**src/rtl/rsit_pkg.sv**
```systemverilog
// Shared types, constants and operation codes of the row start index table.
package rsit_pkg;

	// Table geometry.
	localparam int NY          = 511;
	localparam int DEPTH       = 2 * NY + 1;
	localparam int ADDR_W      = $clog2(DEPTH);
	localparam int LAST_ROW_QA = 2 * NY - 2;
	localparam int SCAN_TOP    = 2 * NY - 1;

	// Field widths.
	localparam int KIND_W = 3;
	localparam int ROW_W  = 10;
	localparam int IDX_W  = 16;
	localparam int CNT_W  = 17;

	localparam int MAX_ENTRIES = 65536;

	// Operation codes carried in the kind field.
	localparam logic [KIND_W-1:0] KIND_CLEAR   = 3'd0;
	localparam logic [KIND_W-1:0] KIND_HIT     = 3'd1;
	localparam logic [KIND_W-1:0] KIND_FINAL   = 3'd2;
	localparam logic [KIND_W-1:0] KIND_QBEFORE = 3'd3;
	localparam logic [KIND_W-1:0] KIND_QAFTER  = 3'd4;

	// One table word: filled flag and the start position of the row.
	typedef struct packed {
		logic             filled;
		logic [IDX_W-1:0] start;
	} entry_t;

	// Access of the sequencer to the table memory.
	typedef struct packed {
		logic              we;
		logic [ADDR_W-1:0] waddr;
		entry_t            wdata;
		logic [ADDR_W-1:0] raddr;
	} mem_req_t;

	// Answer of a query handed to the output stage.
	typedef struct packed {
		logic             valid;
		logic [CNT_W-1:0] data;
	} res_t;

endpackage

```
**src/rtl/rsit_ctrl.sv**
```systemverilog
// Sequencer that walks the table with one shared index stepper for clear, finalize and queries.
module rsit_ctrl import rsit_pkg::*; (
	input  logic              clk,
	input  logic              arst_n,
	input  logic              start,
	input  logic [KIND_W-1:0] kind,
	input  logic [ROW_W-1:0]  row,
	input  logic [IDX_W-1:0]  hit_index,
	input  logic [CNT_W-1:0]  entry_count,
	output logic              ready,
	output mem_req_t          mem_req,
	input  entry_t            rd_data,
	output res_t              res,
	input  logic              res_ready
);

	localparam logic [2:0] ST_CLR  = 3'd0;
	localparam logic [2:0] ST_IDLE = 3'd1;
	localparam logic [2:0] ST_RD   = 3'd2;
	localparam logic [2:0] ST_EV   = 3'd3;
	localparam logic [2:0] ST_OUT  = 3'd4;

	logic [2:0]        state_q;
	logic [ADDR_W-1:0] idx_q;
	logic [KIND_W-1:0] op_q;
	logic              prev_valid_q;
	logic [ROW_W-1:0]  prev_row_q;
	logic [CNT_W-1:0]  ans_q;

	logic              row_in_table;
	logic              hit_new;
	logic [CNT_W-1:0]  default_end;
	logic              step_down;
	logic [ADDR_W-1:0] idx_next;
	logic [ADDR_W-1:0] limit;
	logic              at_limit;
	int                qb_start;

	assign ready        = (state_q == ST_IDLE);
	assign row_in_table = (int'(row) < DEPTH);
	assign hit_new      = row_in_table && (!prev_valid_q || (prev_row_q != row));
	assign default_end  = entry_count - CNT_W'(1);

	// Query before starts one row down, clamped to the top of the table.
	assign qb_start = (int'(row) - 1 > DEPTH - 1) ? DEPTH - 1 : int'(row) - 1;

	// Shared index stepper: one increment or decrement and one limit compare.
	assign step_down = (state_q == ST_EV) && (op_q == KIND_QBEFORE);
	assign idx_next  = step_down ? idx_q - ADDR_W'(1) : idx_q + ADDR_W'(1);

	always_comb begin
		limit = ADDR_W'(DEPTH - 1);
		if (state_q == ST_EV) begin
			case (op_q)
				KIND_QBEFORE: limit = '0;
				KIND_QAFTER:  limit = ADDR_W'(SCAN_TOP);
				default:      limit = ADDR_W'(DEPTH - 1);
			endcase
		end
	end

	assign at_limit = (idx_q == limit);

	// Table access: clearing pass, hit recording and finalize fill.
	always_comb begin
		mem_req.we    = 1'b0;
		mem_req.waddr = idx_q;
		mem_req.wdata = '0;
		mem_req.raddr = idx_q;
		unique case (state_q)
			ST_CLR: begin
				mem_req.we = 1'b1;
			end
			ST_IDLE: begin
				if (start && (kind == KIND_HIT) && hit_new) begin
					mem_req.we           = 1'b1;
					mem_req.waddr        = ADDR_W'(row);
					mem_req.wdata.filled = 1'b1;
					mem_req.wdata.start  = hit_index;
				end
			end
			ST_EV: begin
				if ((op_q == KIND_FINAL) && !rd_data.filled) begin
					mem_req.we           = 1'b1;
					mem_req.wdata.filled = 1'b1;
				end
			end
			default: begin
				mem_req.we = 1'b0;
			end
		endcase
	end

	assign res.valid = (state_q == ST_OUT);
	assign res.data  = ans_q;

	// Sequencer.
	always_ff @(posedge clk or negedge arst_n) begin
		if (!arst_n) begin
			state_q      <= ST_CLR;
			idx_q        <= '0;
			op_q         <= KIND_CLEAR;
			prev_valid_q <= 1'b0;
			prev_row_q   <= '0;
			ans_q        <= '0;
		end else begin
			unique case (state_q)
				ST_CLR: begin
					idx_q <= idx_next;
					if (at_limit) begin
						state_q <= ST_IDLE;
					end
				end
				ST_IDLE: begin
					if (start) begin
						op_q <= kind;
						case (kind)
							KIND_CLEAR: begin
								prev_valid_q <= 1'b0;
								idx_q        <= '0;
								state_q      <= ST_CLR;
							end
							KIND_HIT: begin
								if (row_in_table) begin
									prev_valid_q <= 1'b1;
									prev_row_q   <= row;
								end
							end
							KIND_FINAL: begin
								if (entry_count != '0) begin
									idx_q   <= '0;
									state_q <= ST_RD;
								end
							end
							KIND_QBEFORE: begin
								if (row == '0) begin
									ans_q   <= '0;
									state_q <= ST_OUT;
								end else begin
									idx_q   <= ADDR_W'(qb_start);
									state_q <= ST_RD;
								end
							end
							KIND_QAFTER: begin
								if ((int'(row) > LAST_ROW_QA) || (int'(row) + 2 > SCAN_TOP)) begin
									ans_q   <= default_end;
									state_q <= ST_OUT;
								end else begin
									idx_q   <= ADDR_W'(int'(row) + 2);
									state_q <= ST_RD;
								end
							end
							default: begin
								state_q <= ST_IDLE;
							end
						endcase
					end
				end
				ST_RD: begin
					state_q <= ST_EV;
				end
				ST_EV: begin
					case (op_q) inside
						KIND_FINAL: begin
							if (rd_data.filled || at_limit) begin
								state_q <= ST_IDLE;
							end else begin
								idx_q   <= idx_next;
								state_q <= ST_RD;
							end
						end
						KIND_QBEFORE, KIND_QAFTER: begin
							if (rd_data.filled) begin
								ans_q   <= {1'b0, rd_data.start};
								state_q <= ST_OUT;
							end else if (at_limit) begin
								ans_q   <= (op_q == KIND_QBEFORE) ? '0 : default_end;
								state_q <= ST_OUT;
							end else begin
								idx_q   <= idx_next;
								state_q <= ST_RD;
							end
						end
						default: begin
							state_q <= ST_IDLE;
						end
					endcase
				end
				ST_OUT: begin
					if (res_ready) begin
						state_q <= ST_IDLE;
					end
				end
				default: begin
					state_q <= ST_IDLE;
				end
			endcase
		end
	end

endmodule

```
**config.mk**
```make
export PLATFORM = sky130hd
export DESIGN_NAME = rsit_ctrl
export DESIGN_NICKNAME = d
export VERILOG_FILES = /design/src/rtl/rsit_pkg.sv /design/src/rtl/rsit_ctrl.sv
export SDC_FILE = /design/constraint.sdc
export NUM_CORES = 1
export LEC_CHECK = 0
export ABC_AREA = 0
export BUFFER_PORTS_ARGS = -buffer_cell sky130_fd_sc_hd__buf_2
export CAP_MARGIN = 20
export CORE_AREA = 2 2 119 121
export DETAILED_ROUTE_END_ITERATION = 7
export DIE_AREA = 0 0 121 123
export MAX_ROUTING_LAYER = met4
export PLACE_DENSITY_LB_ADDON = 0.1
export SYNTH_ARGS = -nofsm -noshare
export SYNTH_HDL_FRONTEND = slang
export SYNTH_SLANG_ARGS = --single-unit
```
**constraint.sdc**
```tcl
create_clock -name clk -period 2.9 [get_ports clk]
set_clock_uncertainty 0.05 [all_clocks]
set_input_delay 0.435 -clock clk [delete_from_list [all_inputs] [get_ports clk]]
set_output_delay 0.435 -clock clk [all_outputs]
set_load 0.01 [all_outputs]
```
==> results <==
- The run finished with clean final reports.
- STA puts the critical path data arrival time at about 2.3 ns.
- In the routed design, unresolved DRC markers number 0.
- The share of total power dissipated in the clock network is approximately 16%.
- The area enclosed by the die boundary is ~15,000 um^2.
- The number of enable-type register cells in the synthesized netlist is 0.
- At the end of routability-driven placement, the weighted congestion stood at 0.876.
- The number of global-route vias before repair is 4,028.
- The CTS tree is built.
- The net count of the mapped netlist is 554.
- The relative max-transition margin is 57.6%.
- The port buffer count is between 100 and 150.
- The total via count in the routed design is about 4,000.
- The TritonCTS sink count is 44.
- The proportion of power drawn by flip-flops and latches is approximately 28%.
- The first global-routing pass estimated 21.5 mm of wire.
- The buffer type at the clock tree root is sky130_fd_sc_hd__clkbuf_16.
- The number of buffers and inverters on the critical path is 4.
- The clock latency of the later-clocked register in the worst-skew pair is between 0.2 and 0.3 ns.
- The initial antenna violation count is 0.
- The tool flagged a number of max-cap violations equal to 0.
- The tightest min-delay check is of the input port to asynchronous set/reset pin type.
- Setup violations remaining at the end of the flow were counted as 0.
- The class of the most critical setup path is flip-flop to output port.
- The count of inserted antenna diode cells is 0.
- Summed over all nets, the half-perimeter wirelength after detailed placement is 10.4 mm.
- After detailed routing, the total wire length is 13.6 mm.
- Global routing finished with a remaining overflow of 0.
- The clock slew seen by the registers of the worst setup and hold paths is 0.07 ns.
- For this run, asynchronously set or reset flops after synthesis account for between 90% and 100%.
- The static power due to leakage is between 0.002 and 0.0025 uW.
- The total CTS buffers is 5.
- The number of vias per cell is ~5.2.
- The number of placed I/O pins is about 120.
- Entering global routing, the biggest net connects 28 pins.
- The maximum vdd drop is 296 uV.
- In this run the critical register-to-register path is captured at idx_q[2].
- The actual transition at the worst max-transition pin is 0.631 ns.
- The placeable core region is 13,600 um^2.
- The standard cell with the maximum stage delay on the critical path is sky130_fd_sc_hd__dfrtp_1.
- The clock tree synthesis step divided the H-tree into 2 levels.
- The average wire length per cell after detail routing is approximately 17 um.
- The share of post-route cells with drive strength above 1 is between 30% and 40%.
- The finished layout holds slightly below 800 standard cells, fillers aside.
- Dividing total power by cell area gives a power density of 762 nW/um^2.
- Sorting the synthesized cells by how often they occur yields 44 x sky130_fd_sc_hd__dfrtp_1, 43 x sky130_fd_sc_hd__o21ai_0, 40 x sky130_fd_sc_hd__mux2_2.
- The share of total power consumed by net switching is between 40% and 50%.
- The largest total area in the synthesized netlist belongs to sky130_fd_sc_hd__dfrtp_1.
- The cell type group with the largest total delay on the critical path is simple AND/OR/NAND/NOR gates.
- The worst register-to-register path has a setup slack of around 0.21 ns.
- The post-synthesis cell count is 470.
- The worst path in the final design needs a cycle of 2.78 ns, including I/O delays and setup.
- After synthesis the netlist holds a flip-flop and latch count of 44.
- The share of the Yosys chip area taken by registers is 27.3%.
- The type of destination of the critical path is an output port.
- After layout, the worst path uses 95.9% of the clock period.
- The max-slew violation count is 0.
- For this design the total switching power over the nets is 1660 uW.
- Counting stages on the worst path, the most repeated cell is sky130_fd_sc_hd__nand2_1.
- The worst register-to-register path begins at op_q[0].
- In this run, the combinational gates consume 56.2% of the power.
- The area share of the leading cell type in the synthesized netlist is a little over a quarter.
- Power comes to 4020 uW.
- The initial utilization of the core area, before any placement, comes to 29.6%.
- The final-report hold violation count is 0.
- For this block, the initial DRC count from the detailed router was 272.
- The overall die width is approximately 120 um.
- The final non-filler cell area is 5280 um^2.
- The area growth from synthesis to layout is 31.0%.
- The required time of the critical path is 2.41 ns.
- The number of placed instances with taps included is ~780.
- The internal power of the cells totals 2370 uW.
- The critical path goes through buf_4 > nor2_1 > nand2_1 > clkinv_1 > nand3_2 > a21oi_2 > nand2_1 > nor2_4 > buf_12 > mux2_2 > buf_2.
- Among all cell types in the netlist, the one instantiated most often is sky130_fd_sc_hd__dfrtp_1.
- STA classifies the critical path startpoint as a flip-flop.
- Dividing the synthesized area by the synthesized cell count gives 8.58 um^2.
- Yosys mapped the design onto 67 distinct sky130hd cell types.
- Global routing used 18.9% of the available tracks across all layers.
- The die boundary height is 123 um.
- Sorting the synthesized cells by area gives the leading types as sky130_fd_sc_hd__dfrtp_1 27%, sky130_fd_sc_hd__mux2_2 11%, sky130_fd_sc_hd__o21ai_0 5.3%, sky130_fd_sc_hd__ha_1 5.0%, sky130_fd_sc_hd__xnor2_1 4.6%.
- The core occupancy in the finished layout is 38.8%.
- For this run, the detailed router's first-pass iteration total came to 4.
- In this run the worst path has a maximum fanout of 11.
- The peak per-stage delay on the critical path is 0.38 ns.
- The initialized floorplan defines 43 standard-cell rows.
- The area of the mapped netlist is 4030 um^2.
- The cell area after placement is 5040 um^2.
- The antenna violation net count after detailed routing is 0.
- Counting cells, the worst reg-to-reg path comes to 7.
- Yosys printed 0 warnings.
- For this run, the post-layout net count is roughly 700.
- The commonest register cell after synthesis is sky130_fd_sc_hd__dfrtp_1.
- The worst-case clock buffer depth is 2.
- The maximum achievable frequency is 360 MHz.
## placed cells by master (no fill, tap or decap), drive strengths merged, types with 4 or more instances in the layout
cell / synthesis / layout
a211oi: 6 / 6
a21o: 5 / 5
a21oi: 16 / 16
a31oi: 4 / 4
and2: 21 / 21
and3: 4 / 4
and3b: 4 / 4
buf: 8 / 162
clkbuf: 19 / 6
dfrtp: 44 / 44
ha: 16 / 16
inv: 14 / 14
mux2: 40 / 40
mux2i: 8 / 8
nand2: 36 / 36
nand3: 14 / 14
nand3b: 4 / 4
nand4: 10 / 10
nor2: 25 / 25
nor2b: 5 / 5
nor3: 16 / 16
nor3b: 5 / 5
nor4: 8 / 8
o21ai: 43 / 43
o221ai: 5 / 5
o41ai: 5 / 5
xnor2: 21 / 21
xor2: 13 / 13
## layer usage
| metal | vias up | track usage [%] | wire [um] |
|---|---|---|---|
| met5 | - | - | 0 |
| li1 | 2027 | - | - |
| met1 | 1951 | 26.2 | 6590 |
| met4 | 0 | 4.43 | 142 |
| met3 | 10 | 2.54 | 651 |
| met2 | 109 | 29.3 | 6190 |
## power groups by stage
stage | Clock [uW] | Sequential (uW) | Combinational, uW
5_1_grt | 699 | 1150 | 2510
4_1_cts | 679 | 1110 | 2270
2_1_floorplan | 0 | 1150 | 1380
3_5_place_dp | 0 | 1120 | 2250
6_report | 656 | 1110 | 2260
3_3_place_gp | 0 | 1120 | 2250
## per-stage QoR
step / hold WS, ns / setup WS (ns) / setup TNS, ns
2_1_floorplan: 0.0894 / 0.167 / 0
3_3_place_gp: 0.377 / 0.102 / 0
3_5_place_dp: 0.382 / 0.0735 / 0
4_1_cts: 0.0654 / 0.000213 / 0
5_1_grt: 0.0759 / -0.0161 / -0.0598
6_report: 0.0579 / 0.119 / 0
## cells by family (layout without fill, tap and decap cells)
group                      count (synthesis)  in the layout  share of synthesized area (%)
buffers and inverters                     42            186                           4.31
AOI/OAI and AO/OA                        115            115                           18.7
and+or+nand+nor                          170            170                           23.7
adders and majority gates                 17             17                           5.46
muxes                                     48             48                           13.2
xor gates and xnor gates                  34             34                           7.39
DFF                                       44             44                           27.3
## state kept, by name, indices dropped and copies added, names as in the netlist
name,count
idx_q,10
prev_valid_q,1
prev_row_q,10
state_q,3
op_q,3
ans_q,17
## final cells by class
type,instances,area (um^2)
fill,1434,8330
multi-input combinational,384,2770
sequential,44,1100
timing repair buffer,163,966
tap,180,225
clock buffer,6,129
inverter,15,56.3
clock inverter,2,35.0
## worst max path at each step
stage	from	endpoint	slack (ns)	depth (start not counted)
6_report	state_q[2]	mem_req[35]	0.12	11
5_1_grt	state_q[2]	mem_req[32]	-0.02	11
4_1_cts	state_q[2]	mem_req[35]	0.0002	11
3_5_place_dp	row[1]	idx_q[2]	0.07	9
3_3_place_gp	row[1]	idx_q[3]	0.10	9
2_1_floorplan	row[2]	idx_q[2]	0.17	9
## what timing repair did
item,in CTS,in global routing
setup endpoints to repair,8,10
buffers inserted,0,4
cloned,1,0
hold buffers,0,0
gates resized for setup,2,3
endpoints found under the hold margin,0,0
pin swaps,0,1
## worst register-to-register path, delay by kind of cell, from the launching register on
kind | cells | cell delay [ns]
buffers and inverters | 1 | 0.15
flip-flops | 1 | 0.39
multiplexers | 1 | 0.41
AND/OR/NAND/NOR | 3 | 1.12
AO/OA/AOI/OAI | 2 | 0.45
No activity file was read; power rests on OpenSTA's default activity.
